<file path="src/rtl/core/h2r_pkg.sv">
package h2r_pkg;

  // Fixed-point formats of the ports.
  localparam int HUE_FRACTION_BITS   = 4;
  localparam int LEVEL_FRACTION_BITS = 14;
  localparam int LEVEL_ONE           = 1 << LEVEL_FRACTION_BITS;
  localparam int LEVEL_W             = LEVEL_FRACTION_BITS + 1;

  // Hue span of one sector (60 degrees) and a bias of six whole turns that
  // lifts any 16-bit hue to a non-negative value.
  localparam int SECTOR_SPAN = 60 << HUE_FRACTION_BITS;
  localparam int HUE_BIAS    = 6 * (360 << HUE_FRACTION_BITS);

  // Reciprocal multipliers: floor(w/15) = (w*4370) >> 16 for w < 1100 and
  // floor(q/6) = (q*43) >> 8 for q < 80.
  localparam int RECIP_15 = 4370;
  localparam int RECIP_6  = 43;

  // Sector codes, named by the hue range they cover.
  localparam logic [2:0] SEC_RED_YELLOW    = 3'd0;
  localparam logic [2:0] SEC_YELLOW_GREEN  = 3'd1;
  localparam logic [2:0] SEC_GREEN_CYAN    = 3'd2;
  localparam logic [2:0] SEC_CYAN_BLUE     = 3'd3;
  localparam logic [2:0] SEC_BLUE_MAGENTA  = 3'd4;
  localparam logic [2:0] SEC_MAGENTA_RED   = 3'd5;

  // Beat from the hue splitter to the chroma stages.
  typedef struct packed {
    logic [2:0]         sector;
    logic [9:0]         k;
    logic [28:0]        vs;
    logic [LEVEL_W-1:0] v;
  } h2r_split_t;

  // Beat from the chroma stages to the output stage. Each level is a channel
  // value scaled by 960 * 2^28.
  typedef struct packed {
    logic [2:0]  sector;
    logic [37:0] yc;
    logic [37:0] yx;
    logic [37:0] ym;
  } h2r_level_t;

endpackage

</file>
<file path="src/rtl/core/h2r_split.sv">
module h2r_split
  import h2r_pkg::*;
(
  input  logic         clk,
  input  logic         rst,
  input  logic         in_valid,
  output logic         in_ready,
  input  logic [15:0]  hue,
  input  logic [15:0]  saturation,
  input  logic [15:0]  brightness,
  output logic         dn_valid,
  input  logic         dn_ready,
  output h2r_split_t   dn_data
);

  // Clamps a signed level into 0..1.0.
  function automatic logic [LEVEL_W-1:0] clamp_level(input logic [15:0] raw);
    logic [LEVEL_W-1:0] res;
    if (raw[15]) begin
      res = '0;
    end else if (raw > 16'(LEVEL_ONE)) begin
      res = LEVEL_W'(LEVEL_ONE);
    end else begin
      res = raw[LEVEL_W-1:0];
    end
    return res;
  endfunction

  logic               s1_valid;
  logic [6:0]         s1_q;
  logic [10:0]        s1_w;
  logic [5:0]         s1_lo;
  logic [LEVEL_W-1:0] s1_s;
  logic [LEVEL_W-1:0] s1_v;
  logic               s1_ready;
  logic               s2_ready;

  logic [17:0] hue_sum;
  logic [10:0] hue_w;
  logic [23:0] q_prod;

  logic [10:0] r_diff;
  logic [11:0] q6_prod;
  logic [6:0]  sec_diff;
  logic [9:0]  rem;
  logic [2:0]  sector;
  logic [9:0]  k;
  logic [29:0] vs_full;

  assign s1_ready = !s1_valid || s2_ready;
  assign s2_ready = !dn_valid || dn_ready;
  assign in_ready = s1_ready;

  // Stage 1: bias the hue to a non-negative count and divide it by 960 as
  // a shift by six and a reciprocal multiply by fifteen.
  assign hue_sum = {{2{hue[15]}}, hue} + 18'(HUE_BIAS);
  assign hue_w   = hue_sum[16:6];
  assign q_prod  = 24'(hue_w) * 24'(RECIP_15);

  always_ff @(posedge clk) begin
    if (rst) begin
      s1_valid <= 1'b0;
    end else if (s1_ready) begin
      s1_valid <= in_valid;
    end
  end

  always_ff @(posedge clk) begin
    if (s1_ready && in_valid) begin
      s1_q  <= q_prod[22:16];
      s1_w  <= hue_w;
      s1_lo <= hue_sum[5:0];
      s1_s  <= clamp_level(saturation);
      s1_v  <= clamp_level(brightness);
    end
  end

  // Stage 2: remainder within the sector, sector number modulo six,
  // distance from the sector start (even) or end (odd), and chroma v*s.
  assign r_diff   = s1_w - 11'(s1_q) * 11'd15;
  assign rem      = {r_diff[3:0], s1_lo};
  assign q6_prod  = 12'(s1_q) * 12'(RECIP_6);
  assign sec_diff = s1_q - 7'(q6_prod[11:8]) * 7'd6;
  assign sector   = sec_diff[2:0];
  assign k        = sector[0] ? (10'(SECTOR_SPAN) - rem) : rem;
  assign vs_full  = 30'(s1_v) * 30'(s1_s);

  always_ff @(posedge clk) begin
    if (rst) begin
      dn_valid <= 1'b0;
    end else if (s2_ready) begin
      dn_valid <= s1_valid;
    end
  end

  always_ff @(posedge clk) begin
    if (s2_ready && s1_valid) begin
      dn_data.sector <= sector;
      dn_data.k      <= k;
      dn_data.vs     <= vs_full[28:0];
      dn_data.v      <= s1_v;
    end
  end

  // The sector number and the remainder stay in range.
  a_sector_range: assert property (@(posedge clk) disable iff (rst)
    s1_valid |-> (sector <= SEC_MAGENTA_RED) && (rem < 10'(SECTOR_SPAN)))
    else $error("hue split out of range");

endmodule

</file>
<file path="src/rtl/core/h2r_chroma.sv">
module h2r_chroma
  import h2r_pkg::*;
(
  input  logic        clk,
  input  logic        rst,
  input  logic        up_valid,
  output logic        up_ready,
  input  h2r_split_t  up_data,
  output logic        dn_valid,
  input  logic        dn_ready,
  output h2r_level_t  dn_data
);

  logic               s3_valid;
  logic [2:0]         s3_sector;
  logic [37:0]        s3_xv;
  logic [37:0]        s3_mb;
  logic [LEVEL_W-1:0] s3_v;
  logic               s3_ready;
  logic               s4_ready;

  logic [28:0] base_diff;
  logic [38:0] xv_full;
  logic [38:0] mb_full;
  logic [24:0] yc_prod;

  assign s3_ready = !s3_valid || s4_ready;
  assign s4_ready = !dn_valid || dn_ready;
  assign up_ready = s3_ready;

  // Stage 3: the x term k*vs and the floor term 960*(v - v*s).
  assign base_diff = {up_data.v, LEVEL_FRACTION_BITS'(0)} - up_data.vs;
  assign xv_full   = 39'(up_data.k) * 39'(up_data.vs);
  assign mb_full   = 39'(base_diff) * 39'(SECTOR_SPAN);

  always_ff @(posedge clk) begin
    if (rst) begin
      s3_valid <= 1'b0;
    end else if (s3_ready) begin
      s3_valid <= up_valid;
    end
  end

  always_ff @(posedge clk) begin
    if (s3_ready && up_valid) begin
      s3_sector <= up_data.sector;
      s3_xv     <= xv_full[37:0];
      s3_mb     <= mb_full[37:0];
      s3_v      <= up_data.v;
    end
  end

  // Stage 4: the three channel levels, top (c + m), middle (x + m), floor (m).
  assign yc_prod = 25'(s3_v) * 25'(SECTOR_SPAN);

  always_ff @(posedge clk) begin
    if (rst) begin
      dn_valid <= 1'b0;
    end else if (s4_ready) begin
      dn_valid <= s3_valid;
    end
  end

  always_ff @(posedge clk) begin
    if (s4_ready && s3_valid) begin
      dn_data.sector <= s3_sector;
      dn_data.yc     <= {yc_prod[23:0], LEVEL_FRACTION_BITS'(0)};
      dn_data.yx     <= s3_mb + s3_xv;
      dn_data.ym     <= s3_mb;
    end
  end

  // The edge distance never exceeds one sector span.
  a_k_range: assert property (@(posedge clk) disable iff (rst)
    up_valid |-> (up_data.k <= 10'(SECTOR_SPAN)))
    else $error("edge distance exceeds sector span");

endmodule

</file>
<file path="src/rtl/core/h2r_pack.sv">
module h2r_pack
  import h2r_pkg::*;
(
  input  logic        clk,
  input  logic        rst,
  input  logic        up_valid,
  output logic        up_ready,
  input  h2r_level_t  up_data,
  output logic        out_valid,
  input  logic        out_stall,
  output logic [7:0]  red,
  output logic [7:0]  green,
  output logic [7:0]  blue
);

  // Scales a level by 255 / (960 * 2^28) and rounds half up; 255/960 is
  // 17/64, so this is (17*y + 2^33) >> 34.
  function automatic logic [7:0] to_byte(input logic [37:0] y);
    logic [42:0] t;
    t = {1'b0, y, 4'b0000} + 43'(y) + (43'd1 << 33);
    return t[41:34];
  endfunction

  logic [7:0] byte_c;
  logic [7:0] byte_x;
  logic [7:0] byte_m;
  logic [7:0] red_next;
  logic [7:0] green_next;
  logic [7:0] blue_next;

  assign up_ready = !out_valid || !out_stall;

  assign byte_c = to_byte(up_data.yc);
  assign byte_x = to_byte(up_data.yx);
  assign byte_m = to_byte(up_data.ym);

  // Place the three levels by sector.
  always_comb begin
    case (up_data.sector)
      SEC_RED_YELLOW: begin
        red_next = byte_c; green_next = byte_x; blue_next = byte_m;
      end
      SEC_YELLOW_GREEN: begin
        red_next = byte_x; green_next = byte_c; blue_next = byte_m;
      end
      SEC_GREEN_CYAN: begin
        red_next = byte_m; green_next = byte_c; blue_next = byte_x;
      end
      SEC_CYAN_BLUE: begin
        red_next = byte_m; green_next = byte_x; blue_next = byte_c;
      end
      SEC_BLUE_MAGENTA: begin
        red_next = byte_x; green_next = byte_m; blue_next = byte_c;
      end
      default: begin
        red_next = byte_c; green_next = byte_m; blue_next = byte_x;
      end
    endcase
  end

  // Output register.
  always_ff @(posedge clk) begin
    if (rst) begin
      out_valid <= 1'b0;
    end else if (up_ready) begin
      out_valid <= up_valid;
    end
  end

  always_ff @(posedge clk) begin
    if (up_ready && up_valid) begin
      red   <= red_next;
      green <= green_next;
      blue  <= blue_next;
    end
  end

  // The top channel is never below the middle one, nor the middle below the floor.
  a_level_order: assert property (@(posedge clk) disable iff (rst)
    up_valid |-> (byte_c >= byte_x) && (byte_x >= byte_m))
    else $error("channel levels out of order");

endmodule

</file>
<file path="src/rtl/core/hsv_to_rgb_converter.sv">
//  Channel  Handshake             Fields (bits)
//  input    in_valid / in_stall   hue (16 s), saturation (16 s), brightness (16 s)
//  output   out_valid / out_stall red (8), green (8), blue (8)
//
//  One beat enters per cycle while in_stall is low.
//  The five register stages are: hue split, sector and chroma, x and floor
//  products, channel levels, rounding and output register.
//  Reset clears only the stage valid bits; the block keeps no other state.
//  A stall on the output holds every full stage; bubbles still close up.
module hsv_to_rgb_converter
  import h2r_pkg::*;
(
  input  logic        clk,
  input  logic        rst,
  input  logic        in_valid,
  output logic        in_stall,
  input  logic [15:0] hue,
  input  logic [15:0] saturation,
  input  logic [15:0] brightness,
  output logic        out_valid,
  input  logic        out_stall,
  output logic [7:0]  red,
  output logic [7:0]  green,
  output logic [7:0]  blue
);

  logic       in_ready;
  logic       split_valid;
  logic       split_ready;
  h2r_split_t split_data;
  logic       level_valid;
  logic       level_ready;
  h2r_level_t level_data;

  assign in_stall = !in_ready;

  // Hue sector, edge distance and chroma.
  h2r_split u_split (
    .clk        (clk),
    .rst        (rst),
    .in_valid   (in_valid),
    .in_ready   (in_ready),
    .hue        (hue),
    .saturation (saturation),
    .brightness (brightness),
    .dn_valid   (split_valid),
    .dn_ready   (split_ready),
    .dn_data    (split_data)
  );

  // Channel levels.
  h2r_chroma u_chroma (
    .clk      (clk),
    .rst      (rst),
    .up_valid (split_valid),
    .up_ready (split_ready),
    .up_data  (split_data),
    .dn_valid (level_valid),
    .dn_ready (level_ready),
    .dn_data  (level_data)
  );

  // Rounding, channel placement and output register.
  h2r_pack u_pack (
    .clk       (clk),
    .rst       (rst),
    .up_valid  (level_valid),
    .up_ready  (level_ready),
    .up_data   (level_data),
    .out_valid (out_valid),
    .out_stall (out_stall),
    .red       (red),
    .green     (green),
    .blue      (blue)
  );

  // The input is held off only when the whole pipe is full behind a stalled output.
  a_stall_only_when_full: assert property (@(posedge clk) disable iff (rst)
    in_stall |-> out_valid && out_stall && split_valid && level_valid)
    else $error("input stalled with room in the pipeline");

endmodule
</file>
<file path="config.mk">
export PLATFORM = sky130hd
export DESIGN_NAME = hsv_to_rgb_converter
export DESIGN_NICKNAME = d
export VERILOG_FILES = /design/src/rtl/core/h2r_pkg.sv /design/src/rtl/core/h2r_split.sv /design/src/rtl/core/h2r_chroma.sv /design/src/rtl/core/h2r_pack.sv /design/src/rtl/core/hsv_to_rgb_converter.sv
export SDC_FILE = /design/constraint.sdc
export NUM_CORES = 2
export LEC_CHECK = 0
export BUFFER_PORTS_ARGS = -buffer_cell sky130_fd_sc_hd__buf_2
export CAP_MARGIN = 20
export CORE_MARGIN = 4
export CORE_UTILIZATION = 35
export CTS_CLUSTER_SIZE = 28
export DETAILED_ROUTE_END_ITERATION = 8
export GPL_TIMING_DRIVEN = 0
export PLACE_DENSITY_LB_ADDON = 0.1
export SYNTH_ARGS = -nofsm -noshare
export SYNTH_HDL_FRONTEND = slang
export SYNTH_HIERARCHICAL = 1
export SYNTH_SLANG_ARGS = --single-unit
export TNS_END_PERCENT = 20
</file>
<file path="constraint.sdc">
create_clock -name clk -period 11.03 [get_ports clk]
set_clock_uncertainty 0.2 [all_clocks]
set_input_delay 0.5515 -clock clk [delete_from_list [all_inputs] [get_ports clk]]
set_output_delay 0.5515 -clock clk [all_outputs]
set_load 0.02 [all_outputs]
</file>
==> impl_metrics.yaml <==
logic_synthesis:
  netlist_top_cells_area: "fa_1, edfxtp_1, ha_1, and2_1, inv_1"
  synth_edf_count: 307
  ys_seq_area_frac: 0.230
  synth-compound-area-share: 0.112
  postSynthCellCount: 4004
  synth.most_common_cell: "inv_1"
  syn_area_um2: 40500
  syn_area_per_cell_um2: 10.1
  synth_flop_cell: "edfxtp_1"
  synthMuxAreaShare: 0.00331
  ys_ff_latch: 312
  synth_top_cell_by_area: "fa_1"
  synth_common_cells: "inv_1, ha_1, fa_1"
  synth_cell_type_count: 107
  synth_adder_area_share: 0.401
  yosysWarningCount: 6
  synth-xor-area-share: 0.0488
  synthArstFlopShare: 0
  synth_top_family_by_area: "adder cells"
  synthSimpleGateAreaFrac: 0.136
  synth_top_area_frac: 0.236
sta:
  hold_violations: 0
  fin_crit_ns: 7.70
  period_share: 0.698
  slew_violations: 0
  fmax_ghz: 0.130
  rsz0062_at_grt: "no"
  finalSetupTns_ns: 0
  setup-violations-final: 0
  slew-limit-headroom: 0.230
  fin_hold_ws_ns: 0.0606
  tightest_slew_ns: 1.13
place:
  io_buffers: 77
  place_congestion: 0.832
  hpwl_um: 84900
global_route:
  overflow: 0
  grt_usage: 0.172
  grt_pass1_vias: 29500
  grt_max_degree: 70
  grt_pass1_wl_um: 165000
  antenna_found_initial: 4
flow_run:
  maxCapViolCount: 0
floorplanning:
  fp.dieW_um: 348
  die_area_um2: 121000
  initial_utilization: 0.353
  core.rowCount: 124
  die_y_um: 348
  core_area_um2: 115000
  io_pins: 78
clock_tree:
  cts.repair.resized: 0
  cts.htree.levels: 2
  cts_tree: "yes"
  clock-sinks: 312
  root_buffer: "clkbuf_16"
  worst_skew_pair.late_latency_ns: 0.59
  numCtsBuffers: 41
  cts_setup_buffers: 0
  path_clk_slew_ns: 0.06
  cts_hold_buf: 10
  cts_buffer_depth: 3
layout:
  drive_above_1_share: 0.0586
  fillerInstances: 11500
  final_nets: 5230
  syn_to_final_growth_pct: 9.85
hold_path:
  holdPathEnd: "u_split/s1_v[14]"
  worstHoldStart: "brightness[15]"
  worst_hold_path_type: "in2reg"
  whs_path_depth: 2
worst_setup_path:
  r2r_slack_ns: 3.33
  reg2regPathDepth: 21
  worst-setup-path-type: "reg2reg"
  reg2reg_to: "u_split/dn_data[41]"
  slowest_delay_ns: 0.95
  end_kind: "register"
  cp_max_fo: 10
  r2r-start: "u_split/s1_v[10]"
  path_cells: "clkbuf_1, and2_1, fa_1, inv_1, fa_1, inv_1, fa_1, inv_1, fa_1, inv_1, fa_1, inv_1, fa_1, inv_1, ha_1, nand2_1, a2111oi_0, o21ai_0, nand3_1, o22ai_1, a211o_1"
  cp.required_ns: 11.15
  slowest_stage: "a2111oi_0"
  crit_path_start_kind: "register"
  arrival_ns: 7.81
route:
  wl_um: 103000
  drt_iter0_markers: 1240
  vias_per_cell: 4.90
  ant_nets: 0
  wl_per_cell_um: 18.0
  drt-pass1-iter-count: 5
  vias: 28000
  drc: 0
run_status:
  status: "completed"
[worst max path at each step]
stage,startpoint,end,cells past startpoint
2_1_floorplan,u_split/s1_v[14],u_split/dn_data[42],20
3_3_place_gp,u_split/dn_data[45],u_chroma/s3_xv[35],22
3_5_place_dp,u_split/dn_data[45],u_chroma/s3_xv[35],22
4_1_cts,u_split/dn_data[45],u_chroma/s3_xv[35],22
5_1_grt,u_split/dn_data[45],u_chroma/s3_xv[35],22
6_report,u_split/s1_v[10],u_split/dn_data[41],21
[critical path: cells and delay by family, from the launching register on]
| kind | cells | cell delay [ns] |
|---|---|---|
| simple gates | 3 | 0.62 |
| compound gates | 4 | 1.79 |
| flops | 1 | 0.62 |
| buf+inv | 7 | 0.69 |
| fa+ha+maj | 7 | 3.48 |
[kinds of logic (layout without fill, tap and decap cells)]
family,count (synthesis),count (layout)
AO/OA/AOI/OAI,674,674
XOR/XNOR,220,220
adder cells (fa/ha/maj),1011,1011
buffers and inverters,708,875
flip-flops,312,312
multiplexers,13,13
other,1,28
AND/OR/NAND/NOR,1065,1065
[layout by cell type (no fill, tap or decap), types with 8 or more instances in the layout]
cell type | Yosys | routed
nor3_1 | 35 | 35
ha_1 | 533 | 533
a211oi_1 | 29 | 29
clkbuf_1 | 112 | 121
dlygate4sd3_1 | 0 | 10
a31o_2 | 9 | 9
buf_2 | 0 | 77
a31oi_1 | 19 | 19
o21ai_0 | 124 | 124
mux2i_1 | 10 | 10
o221ai_1 | 8 | 8
a211oi_2 | 8 | 8
nand2b_1 | 20 | 20
inv_1 | 557 | 557
o21a_1 | 17 | 17
a21o_1 | 88 | 88
nor2b_1 | 32 | 30
nand3_1 | 46 | 46
a21oi_1 | 199 | 199
or3_1 | 11 | 11
o21bai_1 | 27 | 27
nor4_1 | 12 | 12
a311oi_1 | 8 | 8
nand2_1 | 335 | 335
and2_1 | 343 | 341
clkinv_1 | 2 | 8
nand4_1 | 40 | 40
xnor2_1 | 144 | 144
nor2_1 | 127 | 127
fa_1 | 478 | 478
o211ai_1 | 24 | 24
clkbuf_16 | 0 | 42
and3_1 | 24 | 24
o22ai_1 | 10 | 10
buf_4 | 26 | 27
xor2_1 | 71 | 71
conb_1 | 1 | 26
edfxtp_1 | 307 | 307
[per-stage QoR]
stage / utilization / std cells / cell area (um2) / setup slack [ns]
6_report: 0.388 / 5710 / 44500 / 3.33
5_1_grt: 0.388 / 5709 / 44500 / 3.02
4_1_cts: 0.388 / 5708 / 44500 / 3.34
3_5_place_dp: 0.376 / 5626 / 43100 / 3.32
3_3_place_gp: 0.374 / 5618 / 42900 / 3.29
2_1_floorplan: - / 4029 / 40600 / 4.72
[cell type report]
| type | count | area (um2) | share of cell area |
|---|---|---|---|
| antenna | 2 | 5.00 | 0.000112 |
| buffer | 149 | 716 | 0.0161 |
| clock buffer | 52 | 1100 | 0.0247 |
| clock inverter | 20 | 226 | 0.00509 |
| inverter | 559 | 2100 | 0.0472 |
| multi-input combinational | 3009 | 28500 | 0.640 |
| sequential | 312 | 9320 | 0.209 |
| tap | 1512 | 1890 | 0.0425 |
| timing repair buffer | 95 | 648 | 0.0146 |
[state kept, by name, indices dropped and copies added, names as in the netlist, 3 cells and up]
register	cells
u_split/dn_data	57
u_chroma/dn_data	91
u_split/s1_lo	6
u_chroma/s3_v	15
u_split/s1_w	4
u_split/s1_q	7
u_pack/red	8
u_chroma/s3_mb	32
u_split/s1_v	15
u_pack/blue	8
u_chroma/s3_sector	3
u_split/s1_s	15
u_chroma/s3_xv	38
u_pack/green	8
[routing by layer]
| layer | up-vias | GRT usage | share of wire |
|---|---|---|---|
| li1 | 13800 | - | - |
| met1 | 13700 | 0.235 | 0.47 |
| met2 | 385 | 0.298 | 0.49 |
| met3 | 90 | 0.0171 | 0.029 |
| met4 | 0 | 0.0344 | 0.017 |
| met5 | - | 0 | 0 |
Power is left out: the tool's default activity adds up to more than one toggle a clock period on the data nets, which glitch-free logic cannot reach.
